$ cat config.mk
export PLATFORM = sky130hd
export DESIGN_NAME = dpmst_ctrl
export DESIGN_NICKNAME = d
export VERILOG_FILES = /design/src/rtl/assert_macros.svh /design/src/rtl/dpmst_pkg.sv /design/src/rtl/dpmst_ctrl.sv
export SDC_FILE = /design/constraint.sdc
export NUM_CORES = 1
export LEC_CHECK = 0
export BUFFER_PORTS_ARGS = -buffer_cell sky130_fd_sc_hd__buf_2
export CAP_MARGIN = 5
export CORE_MARGIN = 2
export CORE_UTILIZATION = 55
export CTS_BUF_LIST = sky130_fd_sc_hd__clkbuf_2
export DETAILED_ROUTE_END_ITERATION = 16
export PLACE_DENSITY = 0.75
export RECOVER_POWER = 100
export SETUP_SLACK_MARGIN = 0.3
export SYNTH_ARGS = -nofsm -noshare
export SYNTH_HDL_FRONTEND = slang
export SYNTH_SLANG_ARGS = --single-unit
export TNS_END_PERCENT = 5
$ cat constraint.sdc
create_clock -name clk -period 4.4 [get_ports clk]
set_input_delay 0 -clock clk [delete_from_list [all_inputs] [get_ports clk]]
set_output_delay 0 -clock clk [all_outputs]
set_load 0.005 [all_outputs]
$ cat src/rtl/assert_macros.svh
// ----------------------------------------------------------------------------
// Assertion macros
// Shared concurrent assertion shorthands for the block.
// ----------------------------------------------------------------------------
`ifndef ASSERT_MACROS_SVH
`define ASSERT_MACROS_SVH

// same-cycle implication
`define ASSERT_IMPLY(label, clk, rst_n, a, c) \
  label: assert property (@(posedge clk) disable iff (!rst_n) (a) |-> (c)) \
    else $error("implication check failed");

// next-cycle implication
`define ASSERT_NEXT(label, clk, rst_n, a, c) \
  label: assert property (@(posedge clk) disable iff (!rst_n) (a) |=> (c)) \
    else $error("next-cycle check failed");

`endif

$ cat src/rtl/dpmst_pkg.sv
// ----------------------------------------------------------------------------
// dpmst_pkg
// Types and constants shared by the dense Prim tree-weight block.
// ----------------------------------------------------------------------------
package dpmst_pkg;

  localparam int MAX_NODES_DEF   = 64;
  localparam int WEIGHT_BITS_DEF = 16;
  localparam int CFG_BITS        = 7;
  localparam int IN_BITS         = 16;
  localparam int TOTAL_BITS      = 22;
  localparam int unsigned TOTAL_MAX = 32'd4194303;

  typedef struct packed {
    logic load_we;
    logic prim_start;
    logic scan_issue;
    logic scan_first;
    logic pick;
  } dpm_cmd_t;

endpackage

$ cat src/rtl/dpmst_ctrl.sv
// ----------------------------------------------------------------------------
// dpmst_ctrl
// Sequencer: matrix load count, scan index, pick rounds, node count register.
// ----------------------------------------------------------------------------
module dpmst_ctrl import dpmst_pkg::*; #(
  parameter int MAX_NODES = MAX_NODES_DEF,
  localparam int AW = (MAX_NODES > 1) ? $clog2(MAX_NODES * MAX_NODES) : 1,
  localparam int IW = (MAX_NODES > 1) ? $clog2(MAX_NODES) : 1,
  localparam int NW = $clog2(MAX_NODES + 1),
  localparam int CW = $clog2(MAX_NODES * MAX_NODES + 1)
) (
  input  logic                clk,
  input  logic                rst_n,
  input  logic                start,
  input  logic                cfg_valid,
  input  logic [CFG_BITS-1:0] cfg_node_count,
  output logic                cfg_ready,
  output logic                busy,
  output logic                out_valid,
  output dpm_cmd_t            cmd,
  output logic [AW-1:0]       load_addr,
  output logic [IW-1:0]       scan_idx,
  output logic [NW-1:0]       node_cnt
);

  typedef enum logic [1:0] {S_LOAD, S_SCAN, S_DRAIN, S_PICK} state_t;

  state_t        state_r, state_nxt;
  logic          busy_r, busy_nxt;
  logic          out_valid_r, out_valid_nxt;
  logic          first_r, first_nxt;
  logic [NW-1:0] n_r, n_nxt;
  logic [CW-1:0] cells_r, cells_nxt;
  logic [AW-1:0] load_cnt_r, load_cnt_nxt;
  logic [IW-1:0] scan_r, scan_nxt;
  logic [NW-1:0] round_r, round_nxt;
  logic [NW-1:0] n_cfg;
  logic          cfg_we;
  logic          load_last;
  logic          scan_last;
  logic          round_last;

  // a count write never shares an edge with an item
  assign cfg_we     = cfg_valid & ~busy_r & ~start;
  assign load_last  = (CW'(load_cnt_r) + CW'(1)) == cells_r;
  assign scan_last  = (NW'(scan_r) + NW'(1)) == n_r;
  assign round_last = (round_r + NW'(1)) == n_r;

  always_comb begin
    if (cfg_node_count == '0) begin
      n_cfg = NW'(1);
    end else if (int'(cfg_node_count) > MAX_NODES) begin
      n_cfg = NW'(MAX_NODES);
    end else begin
      n_cfg = NW'(cfg_node_count);
    end
  end

  always_comb begin
    state_nxt     = state_r;
    busy_nxt      = busy_r;
    out_valid_nxt = 1'b0;
    first_nxt     = first_r;
    n_nxt         = n_r;
    cells_nxt     = cells_r;
    load_cnt_nxt  = load_cnt_r;
    scan_nxt      = scan_r;
    round_nxt     = round_r;
    cmd           = '0;
    unique case (state_r)
      S_LOAD: begin
        if (cfg_we) begin
          n_nxt        = n_cfg;
          cells_nxt    = CW'(n_cfg) * CW'(n_cfg);
          load_cnt_nxt = '0;
        end else if (start) begin
          cmd.load_we = 1'b1;
          if (load_last) begin
            cmd.prim_start = 1'b1;
            load_cnt_nxt   = '0;
            scan_nxt       = '0;
            round_nxt      = '0;
            first_nxt      = 1'b1;
            busy_nxt       = 1'b1;
            state_nxt      = S_SCAN;
          end else begin
            load_cnt_nxt = load_cnt_r + AW'(1);
          end
        end
      end
      S_SCAN: begin
        cmd.scan_issue = 1'b1;
        cmd.scan_first = first_r;
        if (scan_last) begin
          state_nxt = S_DRAIN;
        end else begin
          scan_nxt = scan_r + IW'(1);
        end
      end
      S_DRAIN: begin
        state_nxt = S_PICK;
      end
      S_PICK: begin
        cmd.pick  = 1'b1;
        first_nxt = 1'b0;
        scan_nxt  = '0;
        if (round_last) begin
          busy_nxt      = 1'b0;
          out_valid_nxt = 1'b1;
          state_nxt     = S_LOAD;
        end else begin
          round_nxt = round_r + NW'(1);
          state_nxt = S_SCAN;
        end
      end
      default: begin
        state_nxt = S_LOAD;
      end
    endcase
  end

  always_ff @(posedge clk) begin
    if (!rst_n) begin
      state_r     <= S_LOAD;
      busy_r      <= 1'b0;
      out_valid_r <= 1'b0;
      first_r     <= 1'b0;
      n_r         <= NW'(1);
      cells_r     <= CW'(1);
      load_cnt_r  <= '0;
      scan_r      <= '0;
      round_r     <= '0;
    end else begin
      state_r     <= state_nxt;
      busy_r      <= busy_nxt;
      out_valid_r <= out_valid_nxt;
      first_r     <= first_nxt;
      n_r         <= n_nxt;
      cells_r     <= cells_nxt;
      load_cnt_r  <= load_cnt_nxt;
      scan_r      <= scan_nxt;
      round_r     <= round_nxt;
    end
  end

  assign cfg_ready = ~busy_r & ~start;
  assign busy      = busy_r;
  assign out_valid = out_valid_r;
  assign load_addr = load_cnt_r;
  assign scan_idx  = scan_r;
  assign node_cnt  = n_r;

endmodule

# Word level (Yosys, flattened, before mapping)
# Cells that the tools add are included.
dict set report classes {
  eq_ne 13
  mux 34
  reduce_logical 13
  n_div 0
  addsub 5
  n_bitwise 5
  mul 1
  n_shift 0
  n_lt_le_gt_ge 1
}
# operator n
set op_table {}
lappend op_table {{$mux W7} 6}
lappend op_table {{$mux W12} 3}
lappend op_table {{$mux W6} 4}
lappend op_table {{$pmux W6 S3} 1}
lappend op_table {{$mux W2} 8}
lappend op_table {{$reduce_and A5 Y1} 3}
lappend op_table {{$eq A7 B7 Y1} 2}
lappend op_table {{$ne A2 B2 Y1 const B} 7}
lappend op_table {{$pmux W7 S2} 1}
lappend op_table {{$add A12 B1 Y13 const B} 1}
lappend op_table {{$eq A13 B13 Y1} 1}
lappend op_table {{$mul A7 B7 Y13} 1}
lappend op_table {{$add A12 B1 Y12 const B} 1}
lappend op_table {{$mux W1} 8}
lappend op_table {{$pmux W2 S4} 1}
lappend op_table {{$reduce_and A4 Y1} 2}
lappend op_table {{$add A6 B1 Y7 const B} 1}
lappend op_table {{$add A7 B1 Y7 const B} 1}
lappend op_table {{$gt A7 B7 Y1 const B} 1}
lappend op_table {{$logic_not A7 Y1} 1}
lappend op_table {{$add A6 B1 Y6 const B} 1}
lappend op_table {{$reduce_and A2 Y1} 3}
lappend op_table {{$eq A2 B2 Y1 const B} 2}
lappend op_table {{$pmux W1 S2} 2}
lappend op_table {{6 further kinds} 10}
dict set report word_totals {
  mem_bits_ro 0
  latch_bits 0
  inputBits 11
  out_inout_bits 33
  register_bits 50
  mem_bits_rw 0
  memories 0
}

# Depth between registers and ports, before layout
dict set report depth {
  ltp_word 6
  mapped_depth 18
  ltp_nobuf 18
}

# Least setup slack after synthesis
# Ideal clock, no wire load.
dict set report synth_timing {
  path_kind {input-to-reg}
  start {in cfg_node_count[6]}
  end {reg cells_r[10]}
  setup_slack_ns 0.353
  n_path_buf 1
  t_arrival_ns 3.987
  setup_ns 0.060
  path_stages 15
  path_cell_list {clkbuf_1 > nor2b_1 > nand2_1 > fa_1 > fa_1 > inv_1 > fa_1 > fa_1 > ha_1 > inv_1 > o21bai_1 > a2111o_1 > and3_1 > o31ai_1 > and2_1}
}
dict set report synth_via {
  elab_chain_cells 4
  elab_cells_between_ends 5
  classes_between {1 x mul; 1 x order compare; 2 x mux; 1 x reduce/logical}
}
# item line
set synth_lines {}
lappend synth_lines {{start: declaration} dpmst_ctrl.sv:16} ;# input logic [CFG_BITS-1:0] cfg_node_count,
lappend synth_lines {{$gt A7 B7 Y1} dpmst_ctrl.sv:52} ;# end else if (int'(cfg_node_count) > MAX_NODES) begin
lappend synth_lines {{$mux W7} dpmst_ctrl.sv:52}
lappend synth_lines {{$mux W7 (*)} dpmst_ctrl.sv:50} ;# if (cfg_node_count == '0) begin
lappend synth_lines {{$mul A7 B7 Y13 (*)} dpmst_ctrl.sv:74} ;# cells_nxt = CW'(n_cfg) * CW'(n_cfg);
lappend synth_lines {{end signal: assignment} dpmst_ctrl.sv:139} ;# cells_r <= cells_nxt;
lappend synth_lines {{end: declaration} dpmst_ctrl.sv:33} ;# logic [CW-1:0] cells_r, cells_nxt;
# Every way passes the cells marked *; elsewhere a longest branch is shown, timed or not.
# A chain may end at the register's enable or synchronous reset.

# Worst setup path after layout
dict set report layout_timing {
  start {reg load_cnt_r[2] (netlist: load_addr[2])}
  end {reg scan_r[5] (netlist: scan_idx[5])}
}
dict set report layout_via {
  elab_chain_cells 4
}
# item line
set layout_lines {}
lappend layout_lines {{start: declaration} dpmst_ctrl.sv:34} ;# logic [AW-1:0] load_cnt_r, load_cnt_nxt;
lappend layout_lines {{start signal: assignment} dpmst_ctrl.sv:140} ;# load_cnt_r <= load_cnt_nxt;
lappend layout_lines {{$add A12 B1 Y13} dpmst_ctrl.sv:45} ;# assign load_last = (CW'(load_cnt_r) + CW'(1)) == cells_r;
lappend layout_lines {{$eq A13 B13 Y1} dpmst_ctrl.sv:45}
lappend layout_lines {{$ne A2 B2 Y1 (no source line)} --}
lappend layout_lines {{$reduce_and A5 Y1 (no source line)} --}
lappend layout_lines {{end signal: assignment} dpmst_ctrl.sv:141} ;# scan_r <= scan_nxt;
lappend layout_lines {{end: declaration} dpmst_ctrl.sv:35} ;# logic [IW-1:0] scan_r, scan_nxt;
# No other way between the ends.

==> impl_metrics.csv <==
group,metric,value,unit
cts,clock-sinks,48,
min_path,hold_path.class,"in2reg",
floorplanning,io_pins,44,
worst_setup_path,cp_slowest_cell,"o2111ai_1",
placed_design,gp_congestion,0.902,
route,vias,3889,
route,routed_wirelength,9870,um
timing,fmax,265,MHz
global_route,grt_pass1_vias,3575,
route,routedWlPerCell,15.1,um
timing,slew_violations,0,
cells_and_area,final_common_cell,"nand2_1",
worst_setup_path,arrival,4140,ps
timing,layout_min_cycle_time,3770,ps
flow_run,drv_cap,0,
power,finalPower,1.75,mW
cts,clkLatencyLatePin,450,ps
logic_synthesis,synth_warnings,0,
cts,htree_levels,2,
global_route,gr-usage-met3,3.45,%
global_route,grt_util_met1,33.0,%
cells_and_area,instances_no_fill,653,
cts,clkTransAtPathRegs,270,ps
placed_design,placedCellCount,641,
cts,postCtsSetupBuffers,0,
worst_setup_path,cp_max_fo,16,
power,powerDensity,385,nW/um2
logic_synthesis,synth_edf_count,0,
timing,slew_headroom,11.6,%
timing,final-hold-violation-count,0,
cells_and_area,antenna_cells,0,
logic_synthesis,ys_seq_area_share,22.7,%
placed_design,placed_area,4470,um2
cts,ctsHoldBuffers,3,
logic_synthesis,ys_seq_elements,48,
logic_synthesis,async_flop_share,0,%
global_route,grtUsageTotal,23.8,%
route,first_pass_iters,4,
cells_and_area,nets,608,
placed_design,dp_hpwl,7470,um
worst_setup_path,crit_chain,"nand3_1 -> nor4_1 -> nor3b_1 -> a2111oi_2 -> o2111ai_1 -> a211oi_1 -> o2bb2ai_1",
global_route,antenna_found_initial,0,
cells_and_area,multiInputGateArea,3000,um2
timing,hold_ws,67.7,ps
logic_synthesis,syn-cell-area,4230,um2
cts,cts-root-buf,"clkbuf_2",
cells_and_area,fin_util,61.9,%
cts,cts_tree,"yes",
cells_and_area,design_area,4530,um2
outcome,status,"finished clean",
timing,setup_slack,626,ps
cells_and_area,syn_to_final_growth,7.25,%
cts,cts-resized-gates,0,
logic_synthesis,netlist_instances,521,
cells_and_area,layout_common_cells,"nand2_1, dfxtp_1, inv_1",
worst_setup_path,critPathLaunchType,"flip-flop",
route,viasPerCell,5.96,
timing,final.setup.tns,0,ps
global_route,grtUsageMet2,38.3,%
route,drc_errors,0,
logic_synthesis,synth_cell_types,66,
power,peakVddDrop,0.000175,V
cts,clockBufferDepth,2,
cells_and_area,num-fill-cells,649,
route,drtAntennaViolNets,0,
placed_design,preCtsSetupSlack,320,ps
cells_and_area,regArea,961,um2
global_route,grt_most_used_layer,"met2",
floorplanning,die_w,91.7,um
timing,tightestPinTransition,1320,ps
timing,setup_violations,0,
placed_design,io_buffers,43,
cells_and_area,layout-drive-gt1-share,9.93,%
power,p_leak,1.85,nW
global_route,grt_pass1_wl,16700,um
timing,fin_skew,49.5,ps
worst_setup_path,cp_data_required_time,4770,ps
worst_setup_path,critPathKind,"reg2reg",
logic_synthesis,syn-mean-instance-area,8.11,um2
timing,rsz0062_at_grt,"false",
floorplanning,die_area,8400,um2
floorplanning,die_h,91.7,um
floorplanning,initial_core_util,57.7,%
logic_synthesis,synth-main-ff-cell,"dfxtp_1",
worst_setup_path,critPathMaxStageDelay,730,ps
floorplanning,coreArea,7330,um2
global_route,grt_max_degree,49,
route,drtIter0Drc,185,
timing,fin_crit_sh,85.8,%
worst_setup_path,cp-end-kind,"flip-flop",
floorplanning,rows,31,
cts,cts_buffers,5,
global_route,grt_overflow,0,
## cells in the mapped netlist, drive strengths merged, types with 4 or more instances
cell / number / area (um2)
nand4: 8 / 50.1
fa: 15 / 300
or3: 7 / 43.8
a31oi: 4 / 25.0
nand3: 30 / 155
o221a: 4 / 45.0
nand2b: 6 / 37.5
ha: 29 / 363
o2111ai: 4 / 52.6
nor2b: 9 / 56.3
and3: 8 / 50.1
nand3b: 5 / 37.5
o2bb2ai: 4 / 35.0
nor2: 20 / 75.1
mux2i: 5 / 50.1
nand2: 66 / 248
xor2: 13 / 114
xnor2: 23 / 201
o211ai: 7 / 52.6
a211oi: 11 / 92.6
nor4: 4 / 25.0
nand4b: 4 / 35.0
a41oi: 9 / 78.8
inv: 33 / 124
a21oi: 26 / 130
o21ai: 12 / 60.1
a221oi: 5 / 43.8
clkbuf: 21 / 78.8
buf: 9 / 57.6
and2: 14 / 87.6
nor3: 9 / 45.0
dfxtp: 48 / 961
or2: 5 / 31.3
## area by class of cell
cell class / count / share of cell area (%)
Sequential cell: 48 / 21.2
Clock buffer: 5 / 0.552
Tap cell: 99 / 2.73
Clock inverter: 3 / 0.938
Inverter: 33 / 2.73
Timing Repair Buffer: 50 / 5.74
Multi-Input combinational cell: 415 / 66.1
## registers in the layout (all words and copies together), names as in the netlist
name	cells
busy	1
round_r	7
scan_idx	6
state_r	2
load_addr	12
node_cnt	7
out_valid	1
cells_r	11
first_r	1
## layer usage
layer / vias to the layer above / wire length [um]
li1: 1925 / -
met1: 1836 / 4560
met2: 113 / 4570
met3: 15 / 557
met4: 0 / 170
met5: - / 0
## worst paths after layout
kind,to,slack (ps),cells past startpoint,from
setup / recovery,scan_idx[5],630,7,load_addr[2]
hold / removal,cells_r[3],70,5,cfg_valid
setup reg to reg,scan_idx[5],630,7,load_addr[2]
hold reg to reg,cells_r[3],500,2,cells_r[3]
## worst max-delay path: cells and delay by family (launching register included)
family / cells / cell delay (ps)
DFF: 1 / 560
AOI/OAI and AO/OA: 4 / 2070
and+or+nand+nor: 3 / 1060
## report_power, final
group	internal, mW	total, mW	switching, mW
Clock	0.0952	0.245	0.150
Sequential	0.487	0.560	0.0728
Combinational	0.367	0.941	0.574
## logic make-up after synthesis
family | count (synthesis) | share of synthesized area (%)
AO/OA/AOI/OAI | 118 | 21.0
XOR/XNOR | 37 | 8.02
adder cells (fa/ha/maj) | 44 | 15.7
buffers and inverters | 63 | 6.16
flip-flops | 48 | 22.7
multiplexers | 6 | 1.45
other | 2 | 0.178
AND/OR/NAND/NOR | 203 | 24.8
(Power assumes the default switching activity.)
